### src/hw/rtl/smv_pkg.sv
// Shared types, codes and constants of the sample voice mixer.
package smv_pkg;

  localparam int VOICE_COUNT_DEF  = 16;
  localparam int SAMPLE_WORDS_DEF = 65536;

  localparam int FUNC_W   = 2;
  localparam int VOICE_W  = 4;
  localparam int ADDR_W   = 16;
  localparam int LEN_W    = 17;
  localparam int VEL_W    = 7;
  localparam int SAMPLE_W = 16;

  localparam logic [FUNC_W-1:0] FUNC_LOAD  = 2'd0;
  localparam logic [FUNC_W-1:0] FUNC_START = 2'd1;
  localparam logic [FUNC_W-1:0] FUNC_TICK  = 2'd2;

  // floor(2^22 / 127); quotient estimate is exact or one low
  localparam logic [15:0] GAIN_RECIP = 16'd33026;
  localparam int          RECIP_SHIFT = 22;
  localparam logic [7:0]  GAIN_DIV = 8'd127;

  localparam logic signed [17:0] MIX_MAX = 18'sd32767;
  localparam logic signed [17:0] MIX_MIN = -18'sd32768;

  typedef struct packed {
    logic [ADDR_W-1:0] start;
    logic [LEN_W-1:0]  length;
    logic [LEN_W-1:0]  position;
    logic [VEL_W-1:0]  gain;
  } voice_t;

  typedef struct packed {
    logic vld;
    logic hit;
    logic last;
  } mix_ctl_t;

  typedef struct packed {
    logic                       done;
    logic signed [SAMPLE_W-1:0] sum;
  } mix_res_t;

endpackage

### src/hw/rtl/smv_gain_acc.sv
// Gain scaling by velocity/127 and saturating accumulation of one frame.
module smv_gain_acc
  import smv_pkg::*;
(
  input  logic                       clk,
  input  logic                       rst_n,
  input  logic                       clear,
  input  mix_ctl_t                   ctl_in,
  input  logic [VEL_W-1:0]           gain_in,
  input  logic signed [SAMPLE_W-1:0] sample,
  output mix_res_t                   res
);

  localparam int MAG_W  = 22;
  localparam int PROD_W = MAG_W + 16;

  mix_ctl_t                   ctl2_r, ctl3_r, ctl4_r, ctl5_r;
  logic [VEL_W-1:0]           gain2_r;
  logic [MAG_W-1:0]           mag3_r, mag4_r;
  logic                       neg3_r, neg4_r, neg5_r;
  logic [PROD_W-1:0]          prod4_r;
  logic [15:0]                q5_r;
  logic signed [SAMPLE_W-1:0] sum_r;

  logic [SAMPLE_W-1:0]        abs_s;
  logic [MAG_W-1:0]           mag_full;
  logic [15:0]                q_est;
  logic [MAG_W:0]             q_times;
  logic [MAG_W:0]             rem;
  logic [15:0]                q;
  logic signed [16:0]         scaled;
  logic signed [17:0]         acc;
  logic signed [SAMPLE_W-1:0] sum_nxt;

  // stage 2: magnitude of sample * gain
  assign abs_s    = sample[SAMPLE_W-1] ? (~sample + 16'd1) : sample;
  assign mag_full = abs_s * gain2_r;

  // stage 4: exact divide by 127 from the reciprocal estimate
  assign q_est   = prod4_r[PROD_W-1:RECIP_SHIFT];
  assign q_times = {q_est, 7'b0} - {7'b0, q_est};
  assign rem     = {1'b0, mag4_r} - q_times;
  assign q       = (rem >= {15'b0, GAIN_DIV}) ? q_est + 16'd1 : q_est;

  // stage 5: apply the sign and accumulate
  assign scaled  = neg5_r ? -$signed({1'b0, q5_r}) : $signed({1'b0, q5_r});
  assign acc     = 18'(sum_r) + 18'(scaled);

  always_comb begin
    sum_nxt = sum_r;
    if (ctl5_r.vld && ctl5_r.hit) begin
      if (acc > MIX_MAX) begin
        sum_nxt = MIX_MAX[SAMPLE_W-1:0];
      end else if (acc < MIX_MIN) begin
        sum_nxt = MIX_MIN[SAMPLE_W-1:0];
      end else begin
        sum_nxt = acc[SAMPLE_W-1:0];
      end
    end
  end

  always_ff @(posedge clk) begin
    if (!rst_n) begin
      ctl2_r <= '0;
      ctl3_r <= '0;
      ctl4_r <= '0;
      ctl5_r <= '0;
      sum_r  <= '0;
    end else begin
      ctl2_r <= ctl_in;
      ctl3_r <= ctl2_r;
      ctl4_r <= ctl3_r;
      ctl5_r <= ctl4_r;
      sum_r  <= clear ? '0 : sum_nxt;
    end
  end

  always_ff @(posedge clk) begin
    gain2_r <= gain_in;
    mag3_r  <= mag_full;
    neg3_r  <= sample[SAMPLE_W-1];
    mag4_r  <= mag3_r;
    neg4_r  <= neg3_r;
    prod4_r <= mag3_r * GAIN_RECIP;
    q5_r    <= q;
    neg5_r  <= neg4_r;
  end

  assign res.done = ctl5_r.vld && ctl5_r.last;
  assign res.sum  = sum_nxt;

endmodule

### config.mk
export PLATFORM = sky130hd
export DESIGN_NAME = smv_gain_acc
export DESIGN_NICKNAME = d
export VERILOG_FILES = /design/src/hw/rtl/smv_pkg.sv /design/src/hw/rtl/smv_gain_acc.sv
export SDC_FILE = /design/constraint.sdc
export NUM_CORES = 1
export LEC_CHECK = 0
export BUFFER_PORTS_ARGS = -buffer_cell sky130_fd_sc_hd__buf_2
export CAP_MARGIN = 20
export CORE_ASPECT_RATIO = 1.25
export CORE_MARGIN = 1.5
export CORE_UTILIZATION = 43
export CTS_CLUSTER_DIAMETER = 30
export CTS_CLUSTER_SIZE = 28
export DETAILED_ROUTE_END_ITERATION = 12
export SLEW_MARGIN = 30
export SYNTH_ARGS = -nofsm -noshare
export SYNTH_HDL_FRONTEND = slang
export SYNTH_SLANG_ARGS = --single-unit
### constraint.sdc
create_clock -name clk -period 14.9 [get_ports clk]
set_input_delay 1.49 -clock clk [delete_from_list [all_inputs] [get_ports clk]]
set_output_delay 1.49 -clock clk [all_outputs]
set_load 0.02 [all_outputs]
Yosys cells after proc, flatten, opt, wreduce, memory -nomap -nowiden
Cells that the tools add are included.
Storage, ports and cells
  output and inout bits: 17
  bits in registers: 135
  word-level logic and storage cells: 43
  input bits: 29
Cells by class
  $lt $le $gt $ge: 3
  bitwise gates (word level): 2
  reductions and logical operators: 3
  multiply operators: 2
  add/subtract/negate cells: 6
  muxes and demuxes: 6
Operator list (count)
  $mux 16: 5
  $mul 22x15->37 const B: 1
  $add 16x1->16 const B: 2
  $ge 23x7->1 const B: 1
  $sub 22x23->23: 1
  $sub 23x16->23: 1
  $mul 16x7->22: 1
  $add 16x17->18: 1
  $gt 18x16->1 const B: 1
  $lt 18x16->1 const B: 1
  $mux 17: 1
  $neg 16->17: 1
  $not 16->16: 1
  $logic_and 1x1->1: 2
  $reduce_or 2->1: 1
  $not 1->1: 1

Depth between registers and ports, before layout
  word-level depth: 7
  gate-level depth with buffers: 24
  depth with buffers taken out: 24

Least setup slack after synthesis
OpenSTA, ideal clock, no wires.
  path kind: input -> register
  start point: in sample[6]
  end point: reg mag3_r[21]
  setup time: 121 ps
  data arrival time: 6777 ps
  cell stages on the path: 20
  setup slack: 8003 ps
  data required time: 14779 ps
  path buffers: 0
  cells stage by stage: or4_1 nor4_1 nand2b_1 or2_2 o21ai_1 xor2_1 nor2b_1 fa_1 fa_1 fa_1 inv_1 fa_1 inv_1 ha_1 a21o_1 a21oi_1 o21ai_0 a211oi_1 a21oi_1 xnor2_1
Between the ends
  cells in the longest elaborated chain, start to end: 4
Ends and longest elaborated chain
  from (decl): RTL line smv_gain_acc.sv:10  | input logic signed [SAMPLE_W-1:0] sample,
  $not 16->16: RTL line smv_gain_acc.sv:36  | assign abs_s = sample[SAMPLE_W-1] ? (~sample + 16'd1) : sample;
  $add 16x1->16: RTL line smv_gain_acc.sv:36
  $mux 16 (*): RTL line smv_gain_acc.sv:36
  $mul 16x7->22 (*): RTL line smv_gain_acc.sv:37  | assign mag_full = abs_s * gain2_r;
  net mag_full[21]: RTL line smv_gain_acc.sv:26  | logic [MAG_W-1:0] mag_full;
  to (signal assigned): RTL line smv_gain_acc.sv:80  | mag3_r <= mag_full;
  to (decl): RTL line smv_gain_acc.sv:19  | logic [MAG_W-1:0] mag3_r, mag4_r;
Mark *: on every way through the listed nets, which the timed path passes. The rest lies on a longest branch.
A chain may end at the register's enable or synchronous reset.

Worst setup path after layout
Ends and elaborated chain as after synthesis.

==> flow_summary.ini <==
[logic_synthesis]
synth_top_area_share_pct = 20.24
synth_area_mm2 = 0.01137
synth_top_family_by_area = adder cells
synthDistinctLibCells = 67
syn_nets = 1570
yosysWarningCount = 0
synth_area_leaders = ha_1, dfxtp_1, fa_1
synthTopCellsByCount = ha_1, inv_1, dfxtp_1
ys_async_sr_fraction_pct = 0
synthMuxAreaShare_pct = 0.08801
synth_area_per_cell_um2 = 8.941
synth_edf_count = 0
synth-compound-area-share_pct = 12.38
syn_inst = 1272
synth-simple-area-share_pct = 17.84
ys_seq_area_share_pct = 20.07
synth_xor_area_share_pct = 7.778
synth-seq-cells = 114
post-synth-top-area-cell = ha_1
synthAdderAreaFrac_pct = 35.20
synth_ff_type = dfxtp_1
synth_most_common_cell = ha_1

[sta]
tns_ns = 0
slew_headroom_pct = 45.47
hold_viol = 0
max_freq_ghz = 0.1423
final_max_slew_viol_count = 0
rsz0062_at_grt = no
final.min_clock_period_ns = 7.027
finalClockSkew_ns = 0.01316
finalCritPeriodShare_pct = 47.16
setup-violations-final = 0
setup_ws_ns = 7.873
timing_worst_slew_pin_value_ns = 0.7973

[route]
vias_per_cell = 5.144
postRouteAntennaNets = 0
drtIter0Drc = 291
wl_per_cell_um = 14.77
drt-total-wl_mm = 24.59
via_count = 8565
drcViolationCount = 0
drtPass1Iterations = 4

[placed_design]
io_buffers = 45
dp_hpwl_mm = 20.25
gp_congestion = 0.8527
dp_cells = 1634
place_ws_ns = 7.419

[clock_tree]
cts_root_buffer = clkbuf_16
clock_sinks = 114
numCtsBuffers = 17
clk_pin_slew_worst_paths_ns = 0.05
insertion_delay_ns = 0.42
holdBufCountCts = 0
cts_tree = yes
htreeDepth = 4
cts_buffer_depth = 2
cts_setup_buffers = 0
ctsResizeCount = 0

[setup_path]
cp_max_fo = 7
cp_data_required_time_ns = 15.20
max_stage_delay_ns = 0.58
crit_buf_inv = 3
cpMaxStageDelayCell = or4_1
cpMostUsedCell = fa_1
reg2reg_slack_ns = 9.95
critPathTopFamily = adder cells
endpoint_kind = flip-flop
start_kind = input port
crit_chain = buf_2, or4_1, nor4_1, nand2b_1, or2_2, o21ai_1, xor2_1, nor2b_1, fa_1, fa_1, fa_1, inv_1, fa_1, inv_1, ha_1, a21o_1, a21oi_1, o21ai_0, a211oi_1, a21oi_1, xnor2_1
critPathKind = input port to flip-flop
critPathArrivalTime_ns = 7.33

[finish]
nets = 1611
drive_above_1_share_pct = 7.321
antennaDiodeCount = 0
fill_cells = 2548
fin_cells = 1665
syn2layout_area_growth_pct = 10.43
final_util_pct = 48.28

[floorplan]
std_cell_rows = 66
ios = 46
die-area_mm2 = 0.02744
fp.dieH_um = 184.8
core_region_area_mm2 = 0.02601
start_util_pct = 43.72
die_w_um = 148.5

[grt]
first_global_vias = 8577
grt_pass1_wl_mm = 40.81
antenna_found_initial = 0
grt_overflow = 0
grt_max_degree = 19
grtUsageTotal_pct = 18.75

[job]
cap_violations = 0

[run_status]
status = finished, final reports clean

[hold_path]
min_path_type = flip-flop to flip-flop
## placed cells by master (no fill, tap or decap), types with 3 or more instances in the layout
master and instances:
nand2b_1 27, a211o_1 4, inv_1 171, a21oi_1 74
xnor2_1 66, or3_1 9, o41ai_1 4, o31ai_1 7
o21ai_0 38, and3_1 8, ha_1 184, nor3_1 14
nor2_1 55, nor4_1 4, clkinvlp_4 3, o21a_1 12
o211ai_1 6, a31oi_1 7, bufinv_16 4, dfxtp_1 114
fa_1 85, o21bai_1 7, buf_2 45, nand2_1 64
o2111ai_1 6, inv_6 3, nand4_1 11, xor2_1 35
a211oi_1 7, or2_2 6, nand3_1 29, a21o_1 24
clkbuf_16 17, and2_1 55, nor2b_1 73
## area by class of cell
| cell class | count | area, um^2 | area share [%] |
|---|---|---|---|
| Multi-Input combinational cell | 963 | 8346 | 66.45 |
| Sequential cell | 114 | 2282 | 18.17 |
| Inverter | 171 | 641.9 | 5.111 |
| Clock buffer | 19 | 452.9 | 3.606 |
| Tap cell | 340 | 425.4 | 3.387 |
| Timing Repair Buffer | 46 | 232.7 | 1.853 |
| Clock inverter | 12 | 178.9 | 1.425 |
## logic make-up (layout without fill, tap and decap cells)
kind of cell,Yosys count,after routing
buffers and inverters,195,248
adders and majority gates,269,269
DFF,114,114
xor gates and xnor gates,101,101
muxes,1,1
AOI/OAI and AO/OA,218,218
and+or+nand+nor,374,374
## stage by stage
stage,hold slack [ns],cell area [um^2]
final,0.3308,12560
after global placement,0.3098,11920
after global routing,0.3548,12560
after detailed placement,0.3138,11930
after CTS,0.3288,12560
after floorplan,0.3096,11370
## worst paths after layout
| path | startpoint | to | cells after the start |
|---|---|---|---|
| max | sample[6] | mag3_r[21] | 21 |
| max reg2reg | gain2_r[5] | mag3_r[21] | 17 |
| min | neg4_r | neg5_r | 0 |
| min reg2reg | neg4_r | neg5_r | 0 |
## sequential cells by signal, summed over array words and instances (netlist names), 3 cells and up
register / cells
prod4_r: 16
ctl2_r: 3
mag4_r: 22
ctl3_r: 3
ctl4_r: 3
ctl5_r: 3
q5_r: 16
gain2_r: 7
sum_r: 16
mag3_r: 22
## worst register-to-register path, delay by kind of cell (launching register included)
family,cells,cell delay (ns)
DFF,1,0.68
xor gates and xnor gates,1,0.14
AOI/OAI and AO/OA,6,1.18
adders and majority gates,5,2.35
buffers and inverters,3,0.17
and+or+nand+nor,2,0.30
## routing by layer
| layer | share of wire, % | track usage [%] | up-vias |
|---|---|---|---|
| met5 | 0 | 0 | - |
| met4 | 2.8 | 7.050 | 0 |
| met3 | 2.0 | 2.857 | 45 |
| li1 | - | - | 4346 |
| met1 | 44 | 21.50 | 4065 |
| met2 | 51 | 34.83 | 109 |
Power is left out: the tool's default activity adds up to more than one toggle a clock period on the data nets, which glitch-free logic cannot reach.
