==> src/hw/rtl/smv_pkg.sv <==
// Shared types, codes and constants of the sample voice mixer.
package smv_pkg;

  localparam int VOICE_COUNT_DEF  = 16;
  localparam int SAMPLE_WORDS_DEF = 65536;

  localparam int FUNC_W   = 2;
  localparam int VOICE_W  = 4;
  localparam int ADDR_W   = 16;
  localparam int LEN_W    = 17;
  localparam int VEL_W    = 7;
  localparam int SAMPLE_W = 16;

  localparam logic [FUNC_W-1:0] FUNC_LOAD  = 2'd0;
  localparam logic [FUNC_W-1:0] FUNC_START = 2'd1;
  localparam logic [FUNC_W-1:0] FUNC_TICK  = 2'd2;

  // floor(2^22 / 127); quotient estimate is exact or one low
  localparam logic [15:0] GAIN_RECIP = 16'd33026;
  localparam int          RECIP_SHIFT = 22;
  localparam logic [7:0]  GAIN_DIV = 8'd127;

  localparam logic signed [17:0] MIX_MAX = 18'sd32767;
  localparam logic signed [17:0] MIX_MIN = -18'sd32768;

  typedef struct packed {
    logic [ADDR_W-1:0] start;
    logic [LEN_W-1:0]  length;
    logic [LEN_W-1:0]  position;
    logic [VEL_W-1:0]  gain;
  } voice_t;

  typedef struct packed {
    logic vld;
    logic hit;
    logic last;
  } mix_ctl_t;

  typedef struct packed {
    logic                       done;
    logic signed [SAMPLE_W-1:0] sum;
  } mix_res_t;

endpackage

==> src/hw/rtl/smv_voice_table.sv <==
// Voice parameter memory: start, length, position and gain per voice slot.
module smv_voice_table
  import smv_pkg::*;
#(
  parameter int VOICE_COUNT = VOICE_COUNT_DEF,
  localparam int VW = (VOICE_COUNT > 1) ? $clog2(VOICE_COUNT) : 1
) (
  input  logic          clk,
  input  logic          wr_en,
  input  logic [VW-1:0] wr_addr,
  input  voice_t        wr_data,
  input  logic          rd_en,
  input  logic [VW-1:0] rd_addr,
  output voice_t        rd_data
);

  voice_t mem [VOICE_COUNT];
  voice_t rd_data_r;

  always_ff @(posedge clk) begin
    if (wr_en) begin
      mem[wr_addr] <= wr_data;
    end
    if (rd_en) begin
      rd_data_r <= mem[rd_addr];
    end
  end

  assign rd_data = rd_data_r;

endmodule

==> config.mk <==
export PLATFORM = sky130hd
export DESIGN_NAME = smv_voice_table
export DESIGN_NICKNAME = d
export VERILOG_FILES = /design/src/hw/rtl/smv_pkg.sv /design/src/hw/rtl/smv_voice_table.sv
export SDC_FILE = /design/constraint.sdc
export NUM_CORES = 1
export LEC_CHECK = 0
export BUFFER_PORTS_ARGS = -buffer_cell sky130_fd_sc_hd__buf_4
export CAP_MARGIN = 5
export CORE_MARGIN = 5
export CORE_UTILIZATION = 40
export CTS_CLUSTER_DIAMETER = 80
export DETAILED_ROUTE_END_ITERATION = 8
export PLACE_DENSITY = 0.66
export SLEW_MARGIN = 20
export SYNTH_ARGS = -nofsm -noshare
export SYNTH_HDL_FRONTEND = slang
export SYNTH_SLANG_ARGS = --single-unit
==> constraint.sdc <==
create_clock -name clk -period 7.79 [get_ports clk]
set_input_delay 1.1685 -clock clk [delete_from_list [all_inputs] [get_ports clk]]
set_output_delay 1.1685 -clock clk [all_outputs]
set_load 0.01 [all_outputs]
After elaboration in Yosys (flattened, before gate mapping). Memories as Yosys holds them, arrays and structs flattened. A register that Yosys moved wholly into a read port is not among the register bits. Cells that the tools add are included.

Add/sub/neg operators: 0. Multipliers: 0. Div/mod/pow operators: 0. Magnitude comparators: 0. Eq/ne operators: 0. Shift operators: 0. Muxes and demuxes: 2. Bitwise logic cells: 0. Reductions and logical operators: 0.

Operators with widths (number): two-way mux 1 bit (2).

Register bits: 0. Latch bits: 0. RAM bits: 912. Memory bits (read-only): 0. Bits of input ports: 68. Output and inout port bits: 57. Logic and storage cells: 3. Memories kept: 1.

Memory list: mem (depth 16, width 57, rd ports 1, clocked after Yosys merged registers in 1, wr ports 1, line smv_voice_table.sv:17) `voice_t mem [VOICE_COUNT];`.

Logic depth before layout (Yosys ltp). Gate-level depths: netlist of the first run.

Word-level depth: 2. Gate-level depth with buffers: 6. Depth with buffers taken out: 3.

Least setup slack after synthesis of the first run. No wires, ideal clock.

Path type: input-to-reg. From: in wr_addr[2]. To: mem mem[0][0] (netlist name), enable pin. Library setup time: 0.543 ns. Arrival: 5.563 ns. Data required time: 7.247 ns. Path slack: 1.685 ns. Stages on the path: 2. Path buffers: 0. Cell sequence: or3b_2 nor3_1.

RTL lines: start, declared (line smv_voice_table.sv:10) `input logic [VW-1:0] wr_addr,`; end, declared (line smv_voice_table.sv:17).

No word-level cell before the write port.

==> impl_results.md, run 1 <==
- Result of the run: completed
- Path class of the lowest-slack min-delay path: flip-flop to flip-flop
- Ratio of total power to cell area: 265.4 mW/mm^2
- Max Cap Violations: 0
- Number of global-route vias before repair: 17140
- Total gr overflow: 0
- Total die area: 0.09564 mm^2
- Final worst-path cycle share: 42.07%
- Final setup vio count: 0
- Final TNS setup: 0 ns
- Clock transition time at the flip-flop clock pins of the worst setup and hold paths: 0.06 ns
- Synth warnings: 0
- Latest clock arrival within the worst-skew pair: 0.63 ns
- Filler cell count in the final layout: 7129
- Maximum resistive drop on vdd: 0.1415 mV
- Number of max-slew violations in the final report: 0
- Number of cells upsized or downsized after cts: 0
- Die span in x: 309.3 um
- Share of cell area taken by muxes after synthesis: 14.33%
- Final WL: 80.54 mm
- Slew at the pin with the worst max-slew slack: 1.107 ns
- Detailed Place HPWL: 38.57 mm
- Endpoint type of the worst setup path: flip-flop
- Number of cells after detailed placement: 2712
- Number of CTS-inserted buffers: 92
- FF/Latch Area: 0.02910 mm^2
- Post-synthesis compound-gate area fraction: 2.389%
- Number of standard cells in the layout, taps in and fillers out: 2883
- GRT Total Usage: 16.88%
- Mean instance size in the synthesized netlist: 24.37 um^2
- Most frequent cells in the layout: edfxtp_1 (969), mux4_2 (228), buf_4 (148)
- Std cell rows: 109
- Detailed router's first-iteration violation count: 1695
- Simple-gate share of the synthesized area: 0.9674%
- Max stage delay on crit path: 0.86 ns
- Top-area cell type share of the netlist area: 81.22%
- Highest achievable clock rate: 0.3052 GHz
- Crit path time final: 3.277 ns
- Leak pwr: 13.02 nW
- Synth Instances: 1470
- Hold buffer count at CTS: 0
- Global-route wire length before repair: 117.8 mm
- Largest area contributor in the netlist: edfxtp_1
- Setup crit start kind: input pin
- Largest net degree at the start of global routing: 137
- Root buf cell: clkbuf_16
- Flop and latch count out of synthesis: 969
- Setup CP Type: input pin to flip-flop
- Pre-CTS setup slack: 3.774 ns
- Synthesis-to-finish area growth: 15.24%
- WL per Instance: 27.94 um
- Slew headroom: 26.21%
- Area taken by multi-input logic gates: 0.006471 mm^2
- Endpoint arrival time on the critical path: 3.64 ns
- Crit path max fanout: 66
- Mapped cell area: 0.03582 mm^2
- Count of pins on the block boundary: 125
- Global placement routability congestion: 0.7050
- DR pass1 iterations: 5
- Effective utilization at floorplan: 40.41%
- Die outline height: 309.3 um
- Initial antenna violation count: 10
- Leading cell type in the layout, fill and taps excluded: edfxtp_1
- Remaining antenna violation count: 0
- Sequential fraction of the synthesis area: 81.22%
- Combinational family with the most area after synthesis: multiplexers
- Cell type of the slowest stage on the worst timing path: buf_4
- TritonCTS clock tree: built
- H-Tree Depth: 3
- Required time of the critical path: 8.15 ns
- Via total after detailed routing: 16180
- Fraction of final layout cells with drive strength greater than 1: 31.23%
- Hold slack: 0.7390 ns
- Setup repair bufs after CTS: 0
- Number of nets produced by synthesis: 1538
- Port-buffer cells: 124
- Synth Area in Adders: 0%
- DRC violation count after routing: 0
- Xor and xnor fraction of the mapped netlist area: 0%
- Clock tree skew after final layout: 0.01388 ns
- Unique cell type count in the Yosys netlist: 17
- Maximum count of clock buffers along a single path: 3
- Final critical-path setup slack: 4.513 ns
- Total count of hold-check failures in the final report: 0
- CP Cell Sequence: buf_8, buf_4, mux4_2, a22oi_1, nand2_1
- Clock sink count: 969
- CORE AREA: 0.08865 mm^2
- Leading post-synthesis cells by cell area: edfxtp_1 (81%), mux4_2 (14%), a22oi_1 (2.4%)
- Layout Nets: 1709
- RSZ-0062 raised after global routing: no
- Routed via count divided by cell count: 5.613
cells by family after synthesis:
family | Yosys count
AOI/OAI and AO/OA | 114
and+or+nand+nor | 84
DFF | 969
buffers and inverters | 75
muxes | 228
critical path, delay by kind of cell:
| kind | cells | cell delay, ns |
|---|---|---|
| simple gates | 1 | 0.10 |
| mux | 1 | 0.62 |
| buf+inv | 2 | 1.42 |
| compound gates | 1 | 0.22 |
per-layer routing:
layer / vias to the layer above / global-route usage, % / share of wire, %
li1: 6690 / - / -
met1: 8719 / 22.94 / 40
met2: 652 / 27.87 / 50
met3: 110 / 4.075 / 8.3
met4: 10 / 4.363 / 1.8
met5: - / 0 / 0.081
state kept, by name, summed over array words and instances, names as in the netlist:
name / count
mem: 912
rd_data: 57
power by group:
part | internal (mW) | total (mW) | leakage (nW) | switching (mW)
combinational | 0.217 | 0.516 | 2.73 | 0.299
clock | 2.66 | 4.52 | 1.49 | 1.86
sequential | 5.87 | 5.91 | 8.81 | 0.0400
total | 8.75 | 11.0 | 13.0 | 2.20
cell type report:
class | instances | area share (%)
antenna | 5 | 0.03031
timing repair buffer | 152 | 2.861
clock inverter | 55 | 1.515
tap | 1165 | 3.531
clock buffer | 111 | 5.904
sequential | 969 | 70.48
multi-input combinational | 426 | 15.68
synth_stat cells:
cell / instances
or3b_2: 1
nand3b_1: 2
nand3_1: 1
nor3_1: 4
buf_1: 10
buf_2: 5
mux4_2: 228
nor2_1: 13
clkbuf_1: 36
edfxtp_1: 969
nor2b_1: 2
buf_6: 3
a22oi_1: 114
buf_4: 21
and2_1: 1
nand2b_1: 2
nand2_1: 58
final timing paths:
check | slack, ns | endpoint | cells after the start | from
hold reg to reg | 0.74 | rd_data[25] | 3 | mem[4][25]
setup reg to reg | 6.31 | rd_data[52] | 3 | mem[3][52]
setup / recovery | 4.51 | rd_data[32] | 5 | rd_addr[0]
hold / removal | 0.74 | rd_data[25] | 3 | mem[4][25]
metrics by stage:
stage	total power, mW	util [%]	instance area [um^2]
2_1_floorplan	6.303	-	35820
4_1_cts	11.05	46.56	41270
3_3_place_gp	6.533	43.10	38210
5_1_grt	11.34	46.56	41270
3_5_place_dp	6.552	43.10	38210
6_report	10.96	46.57	41280
(Power assumes the default switching activity.)
==> inputs of run 2 (changes only) <==
==> constraint.sdc (replaced) <==
create_clock -name clk -period 3.1 [get_ports clk]
set_input_delay 0.465 -clock clk [delete_from_list [all_inputs] [get_ports clk]]
set_output_delay 0.465 -clock clk [all_outputs]
set_load 0.01 [all_outputs]
==> run 2 against run 1 <==
  * Register-to-register slack got worse by 4.7 ns
  * Clock skew increased by 0.015 ns
  * First-iteration DRC count is 7.1% higher
  * Critical path type is now flip-flop to primary output
  * Critical endpoint is now rd_data[27]
  * Highest routed layer unchanged
==> impl_results.md, run 2 (synthesized netlist as in run 1, its figures left out) <==
- Result of the run: completed
- Count of pins on the block boundary: 125 (unchanged)
- Global-route wire length before repair: 117.2 mm (-0.50%)
- Leak pwr: 13.21 nW (+1.5%)
- Number of max-slew violations in the final report: 0 (unchanged)
- Crit path max fanout: 1 (-98%)
- Highest achievable clock rate: 0.5573 GHz
- WL per Instance: 27.19 um (-2.7%)
- Slew at the pin with the worst max-slew slack: 1.074 ns (-0.03290 ns)
- Root buf cell: clkbuf_16
- Endpoint arrival time on the critical path: 1.33 ns (-2.31 ns)
- Proportion of power drawn by combinational gates: 4.9% (+0.2 points)
- Hold slack: 0.1241 ns (-0.6149 ns)
- DRC violation count after routing: 0 (unchanged)
- Critical R2R Capture: rd_data[21]
- NetSw: 5.559 mW (+150%)
- Most frequent cells in the layout: edfxtp_1 (969), mux4_2 (228), buf_4 (150)
- Setup repair bufs after CTS: 0 (unchanged)
- Leading cell type in the layout, fill and taps excluded: edfxtp_1
- Clock tree skew after final layout: 0.02866 ns (+0.01478 ns)
- Effective utilization at floorplan: 40.41% (unchanged)
- GRT Total Usage: 16.68% (-0.20 points)
- Crit path time final: 1.794 ns
- Clock transition time at the flip-flop clock pins of the worst setup and hold paths: 0.06 ns (about the same)
- Setup crit start kind: flip-flop
- CORE AREA: 0.08865 mm^2 (unchanged)
- Final setup vio count: 0 (unchanged)
- Setup CP Type: flip-flop to primary output
- Global placement routability congestion: 0.7087 (+0.52%)
- Count of buffer and inverter cells on the critical path: 1 (-1)
- Clock sink count: 969 (unchanged)
- Endpoint type of the worst setup path: primary output
- Slew headroom: 28.40% (+2.2 points)
- Die outline height: 309.3 um (unchanged)
- RSZ-0062 raised after global routing: no
- Initial antenna violation count: 8 (-2)
- Final TNS setup: 0 ns (unchanged)
- Layout Nets: 1734 (+1.5%)
- Total die area: 0.09564 mm^2 (unchanged)
- Largest net degree at the start of global routing: 58 (-58%)
- Total gr overflow: 0 (unchanged)
- Cell depth of the worst hold path: 1 (-2)
- Worst r2r path cells: 3 (unchanged)
- Final WL: 79.15 mm (-1.7%)
- Latest clock arrival within the worst-skew pair: 0.64 ns (about the same)
- Port-buffer cells: 124 (unchanged)
- Number of CTS-inserted buffers: 95 (+3.3%)
- Register-to-register setup slack: 1.57 ns (-4.74 ns)
- Detailed Place HPWL: 38.94 mm (+0.96%)
- Number of global-route vias before repair: 17010 (-0.75%)
- End of the worst hold path: mem[12][17]
- Routed via count divided by cell count: 5.596 (-0.29%)
- Post-placement cell area: 0.03865 mm^2 (+1.2%)
- Required time of the critical path: 2.63 ns (-5.52 ns)
- Filler cell count in the final layout: 7129 (unchanged)
- Max stage delay on crit path: 0.50 ns (-0.36 ns)
- Maximum count of clock buffers along a single path: 3 (unchanged)
- CP Cell Sequence: buf_4
- Overall power consumption: 27.37 mW (+150%)
- DR pass1 iterations: 5 (unchanged)
- Dominant delay contributor by cell family on the critical path: flip-flops
- CP startpoint: rd_data[27]
- Power share of the sequential group: 54.3% (+0.3 points)
- Hold buffer count at CTS: 0 (unchanged)
- TritonCTS clock tree: built
- Die span in x: 309.3 um (unchanged)
- Fraction of final layout cells with drive strength greater than 1: 32.07% (+0.84 points)
- Switching power share of the total: 20.31% (+0.22 points)
- Max Cap Violations: 0 (unchanged)
- Number of standard cells in the layout, taps in and fillers out: 2911 (+0.97%)
- Number of cells after detailed placement: 2734 (+0.81%)
- Remaining antenna violation count: 0 (unchanged)
- Hold path startpoint: wr_data[17]
- Synthesis-to-finish area growth: 16.34%
- Maximum resistive drop on vdd: 0.4151 mV (+190%)
- Path class of the lowest-slack min-delay path: input pin to flip-flop
- Internal power consumption: 21.81 mW (+150%)
- H-Tree Depth: 3 (unchanged)
- Number of flip-flops under the largest register name: 912 (unchanged)
- Total count of hold-check failures in the final report: 0 (unchanged)
- Number of cells upsized or downsized after cts: 0 (unchanged)
- Ratio of total power to cell area: 656.7 mW/mm^2 (+150%)
- Std cell rows: 109 (unchanged)
- RR Startpoint: mem[3][21]
- Post-Layout Inst Area: 0.04168 mm^2 (+0.95%)
- Cell type of the slowest stage on the worst timing path: edfxtp_1
- Detailed router's first-iteration violation count: 1815 (+7.1%)
- Final worst-path cycle share: 57.88%
- Clock network fraction of design power: 40.8% (-0.5 points)
- Via total after detailed routing: 16290 (+0.67%)
- Register ranked first by flip-flop count: mem
[run 2: through the flow]
step | utilization, % | setup slack [ns]
2_1_floorplan | - | -0.7560
3_3_place_gp | 43.60 | 0.7330
3_5_place_dp | 43.60 | 0.7167
4_1_cts | 47.01 | 1.269
5_1_grt | 47.01 | 1.263
6_report | 47.01 | 1.306
[run 2: per-layer routing]
metal / up-vias / wire (um) / track usage, %
met4: 10 / 1080 / 3.421
met3: 86 / 6113 / 3.297
met2: 632 / 38710 / 26.85
li1: 6758 / - / -
met5: - / 62 / 0
met1: 8804 / 33180 / 24.21
[run 2: worst max path at each step]
| stage | slack, ns | cells after the start | to |
|---|---|---|---|
| after floorplan | -0.76 | 2 | mem[1][0] |
| after detailed placement | 0.72 | 6 | rd_data[10] |
| final | 1.31 | 1 | rd_data[27] |
| after global routing | 1.26 | 1 | rd_data[40] |
| after CTS | 1.27 | 1 | rd_data[24] |
| after global placement | 0.73 | 5 | rd_data[21] |
[run 2: area by class of cell]
| cell class | count | area [um^2] | area share, % |
|---|---|---|---|
| clock buffer | 112 | 2484 | 5.959 |
| multi-input combinational | 426 | 6497 | 15.59 |
| timing repair buffer | 174 | 1597 | 3.831 |
| tap | 1165 | 1458 | 3.497 |
| clock inverter | 62 | 536.8 | 1.288 |
| antenna | 3 | 7.507 | 0.01801 |
| sequential | 969 | 29100 | 69.82 |
[run 2: power by group through the flow]
stage                     registers [mW]  logic, mW  clock network [mW]
after global placement              15.1       1.33                   0
after detailed placement            15.1       1.37                   0
after floorplan                     15.1      0.702                   0
after global routing                14.9       1.45                12.0
final                               14.9       1.34                11.2
after CTS                           14.9       1.37                11.4
==> inputs of run 3 (changes only) <==
==> constraint.sdc (replaced) <==
create_clock -name clk -period 1.7 [get_ports clk]
set_input_delay 0.255 -clock clk [delete_from_list [all_inputs] [get_ports clk]]
set_output_delay 0.255 -clock clk [all_outputs]
set_load 0.01 [all_outputs]
==> run 3 against run 2 <==
  * Wire length is 5.4% higher
  * Clock power rose by 90%
  * Global-route usage rose by 0.78 points
  * First-iteration DRC count decreased by 7.0%
  * Register-to-register slack got worse by 1.4 ns
  * Non-clock buffer count increased by 140
  * Total power rose by 87%
  * Hold slack better by 0.00055 ns
  * Cell count rose by 5.2%
  * Combinational power is 110% higher
  * Critical path depth unchanged
  * Clock skew grew 0.0075 ns
  * Critical path type unchanged
==> impl_results.md, run 3 (synthesized netlist as in run 1, its figures left out) <==
- Ratio of total power to cell area: 1169 mW/mm^2 (+78%)
- Number of flip-flops under the largest register name: 912 (unchanged)
- Dominant delay contributor by cell family on the critical path: flip-flops
- RR Startpoint: mem[0][41]
- Setup CP Type: flip-flop to primary output
- CP Cell Sequence: buf_4
- Overall power consumption: 51.24 mW (+87%)
- TritonCTS clock tree: built
- H-Tree Depth: 3 (unchanged)
- Clock network fraction of design power: 41.6% (+0.8 points)
- Post-placement cell area: 0.03999 mm^2 (+3.5%)
- NetSw: 10.82 mW (+95%)
- Register ranked first by flip-flop count: mem
- Global placement routability congestion: 0.7528 (+6.2%)
- Result of the run: completed
- Path class of the lowest-slack min-delay path: input pin to flip-flop
- Clock transition time at the flip-flop clock pins of the worst setup and hold paths: 0.06 ns (about the same)
- Internal power consumption: 40.42 mW (+85%)
- Global-route wire length before repair: 122.0 mm (+4.1%)
- Remaining antenna violation count: 0 (unchanged)
- Setup crit start kind: flip-flop
- Highest achievable clock rate: 0.6243 GHz
- Final critical-path setup slack: 0.09821 ns (-1.207 ns)
- Maximum resistive drop on vdd: 0.7939 mV (+91%)
- Routed via count divided by cell count: 5.510 (-1.5%)
- Detailed router's first-iteration violation count: 1688 (-7.0%)
- Critical R2R Capture: rd_data[41]
- RSZ-0062 raised after global routing: no
- Count of buffer and inverter cells on the critical path: 1 (unchanged)
- End of the worst hold path: rd_data[51]
- Port-buffer cells: 124 (unchanged)
- Register-to-register setup slack: 0.19 ns (-1.38 ns)
- Switching power share of the total: 21.11% (+0.80 points)
- Final WL: 83.41 mm (+5.4%)
- Endpoint arrival time on the critical path: 1.35 ns (+0.02 ns)
- Power share of the sequential group: 52.9% (-1.4 points)
- Fraction of final layout cells with drive strength greater than 1: 34.94% (+2.9 points)
- Clock tree skew after final layout: 0.03620 ns (+0.007531 ns)
- Root buf cell: clkbuf_16
- Layout Nets: 1878 (+8.3%)
- Effective utilization at floorplan: 40.41% (unchanged)
- GRT Total Usage: 17.46% (+0.78 points)
- Slew headroom: 26.65% (-1.8 points)
- Clock sink count: 969 (unchanged)
- Initial antenna violation count: 6 (-2)
- Hold path startpoint: rd_en
- Synthesis-to-finish area growth: 22.30%
- DR pass1 iterations: 5 (unchanged)
- Total gr overflow: 0 (unchanged)
- Total die area: 0.09564 mm^2 (unchanged)
- Max Cap Violations: 0 (unchanged)
- Hold buffer count at CTS: 57 (+57)
- Crit path time final: 1.602 ns
- Via total after detailed routing: 16870 (+3.5%)
- Detailed Place HPWL: 47.15 mm (+21%)
- Worst r2r path cells: 3 (unchanged)
- Most frequent cells in the layout: edfxtp_1 (969), mux4_2 (228), buf_4 (178)
- Count of pins on the block boundary: 125 (unchanged)
- Cell depth of the worst hold path: 2 (+1)
- Latest clock arrival within the worst-skew pair: 0.66 ns (+0.02 ns)
- Crit path max fanout: 1 (unchanged)
- Proportion of power drawn by combinational gates: 5.5% (+0.6 points)
- Endpoint type of the worst setup path: primary output
- Slew at the pin with the worst max-slew slack: 1.098 ns (+0.02398 ns)
- WL per Instance: 27.25 um (+0.22%)
- Max stage delay on crit path: 0.49 ns (about the same)
- Largest net degree at the start of global routing: 46 (-21%)
- CORE AREA: 0.08865 mm^2 (unchanged)
- Die outline height: 309.3 um (unchanged)
- Pre-CTS setup slack: -0.2563 ns (-0.9730 ns)
- Post-layout utilization of the core: 49.43% (+2.4 points)
- Die span in x: 309.3 um (unchanged)
- Number of CTS-inserted buffers: 99 (+4.2%)
- Number of global-route vias before repair: 17840 (+4.9%)
- Final setup vio count: 0 (unchanged)
- Number of max-slew violations in the final report: 0 (unchanged)
- Number of cells upsized or downsized after cts: 0 (unchanged)
- Setup repair bufs after CTS: 0 (unchanged)
- Required time of the critical path: 1.44 ns (-1.19 ns)
- Total count of hold-check failures in the final report: 0 (unchanged)
- Leading cell type in the layout, fill and taps excluded: edfxtp_1
- DRC violation count after routing: 0 (unchanged)
- Maximum count of clock buffers along a single path: 3 (unchanged)
- Post-Layout Inst Area: 0.04381 mm^2 (+5.1%)
- Leak pwr: 14.16 nW (+7.1%)
- Std cell rows: 109 (unchanged)
- Filler cell count in the final layout: 6921 (-2.9%)
- Final worst-path cycle share: 94.22%
- Cell type of the slowest stage on the worst timing path: edfxtp_1
## run 3: cell count changes in the layout (fill, tap and decap cells not counted), moves of 3 or more
cell	previous run	this run
dlygate4sd3_1	0	57
buf_12	22	77
clkinvlp_4	3	9
clkbuf_1	15	11
buf_4	150	178
clkinv_8	0	3
## run 3: metal layers
layer	GRT usage, %	wire (um)	up-vias
met5	0	21	-
met4	4.122	1832	4
met3	3.120	5181	125
met2	30.10	43070	594
met1	23.50	33310	9086
li1	-	-	7058
## run 3: worst register-to-register path, stage by stage (launching register included)
cell	delay, ns
edfxtp_1	0.39
mux4_2	0.46
a22oi_1	0.26
nand2_1	0.14
## run 3: through the flow
stage,TNS (ns),instances,hold WS [ns]
after floorplan,-421.56,1470,0.3539
after global placement,-14.13,2817,0.5405
after detailed placement,-14.25,2817,0.5508
after CTS,0,3057,0.1098
after global routing,0,3060,0.1058
final,0,3061,0.1246
## run 3: worst max-delay path by stage
stage	start	end	slack [ns]	cells after the start
6_report	rd_data[35]	rd_data[35]	0.1	1
5_1_grt	rd_data[19]	rd_data[19]	0.08	1
4_1_cts	rd_data[35]	rd_data[35]	0.06	1
3_5_place_dp	rd_addr[0]	rd_data[25]	-0.26	6
3_3_place_gp	rd_addr[2]	rd_data[18]	-0.28	5
2_1_floorplan	wr_addr[2]	mem[0][0]	-0.86	2
## run 3: cell type report
type	instances	area, um^2	share of cell area [%]
antenna	4	10.01	0.02285
tap	1165	1458	3.327
clock buffer	110	2519	5.748
timing repair buffer	314	3478	7.939
clock inverter	73	721.9	1.648
sequential	969	29100	66.41
multi-input combinational	426	6530	14.90
## run 3: power by group through the flow
stage | sequential (mW) | combinational (mW) | clock, mW
after floorplan | 27.6 | 1.32 | 0
final | 27.1 | 2.82 | 21.3
after global routing | 27.1 | 3.02 | 22.8
after global placement | 27.6 | 2.67 | 0
after detailed placement | 27.6 | 2.73 | 0
after CTS | 27.1 | 2.87 | 21.7
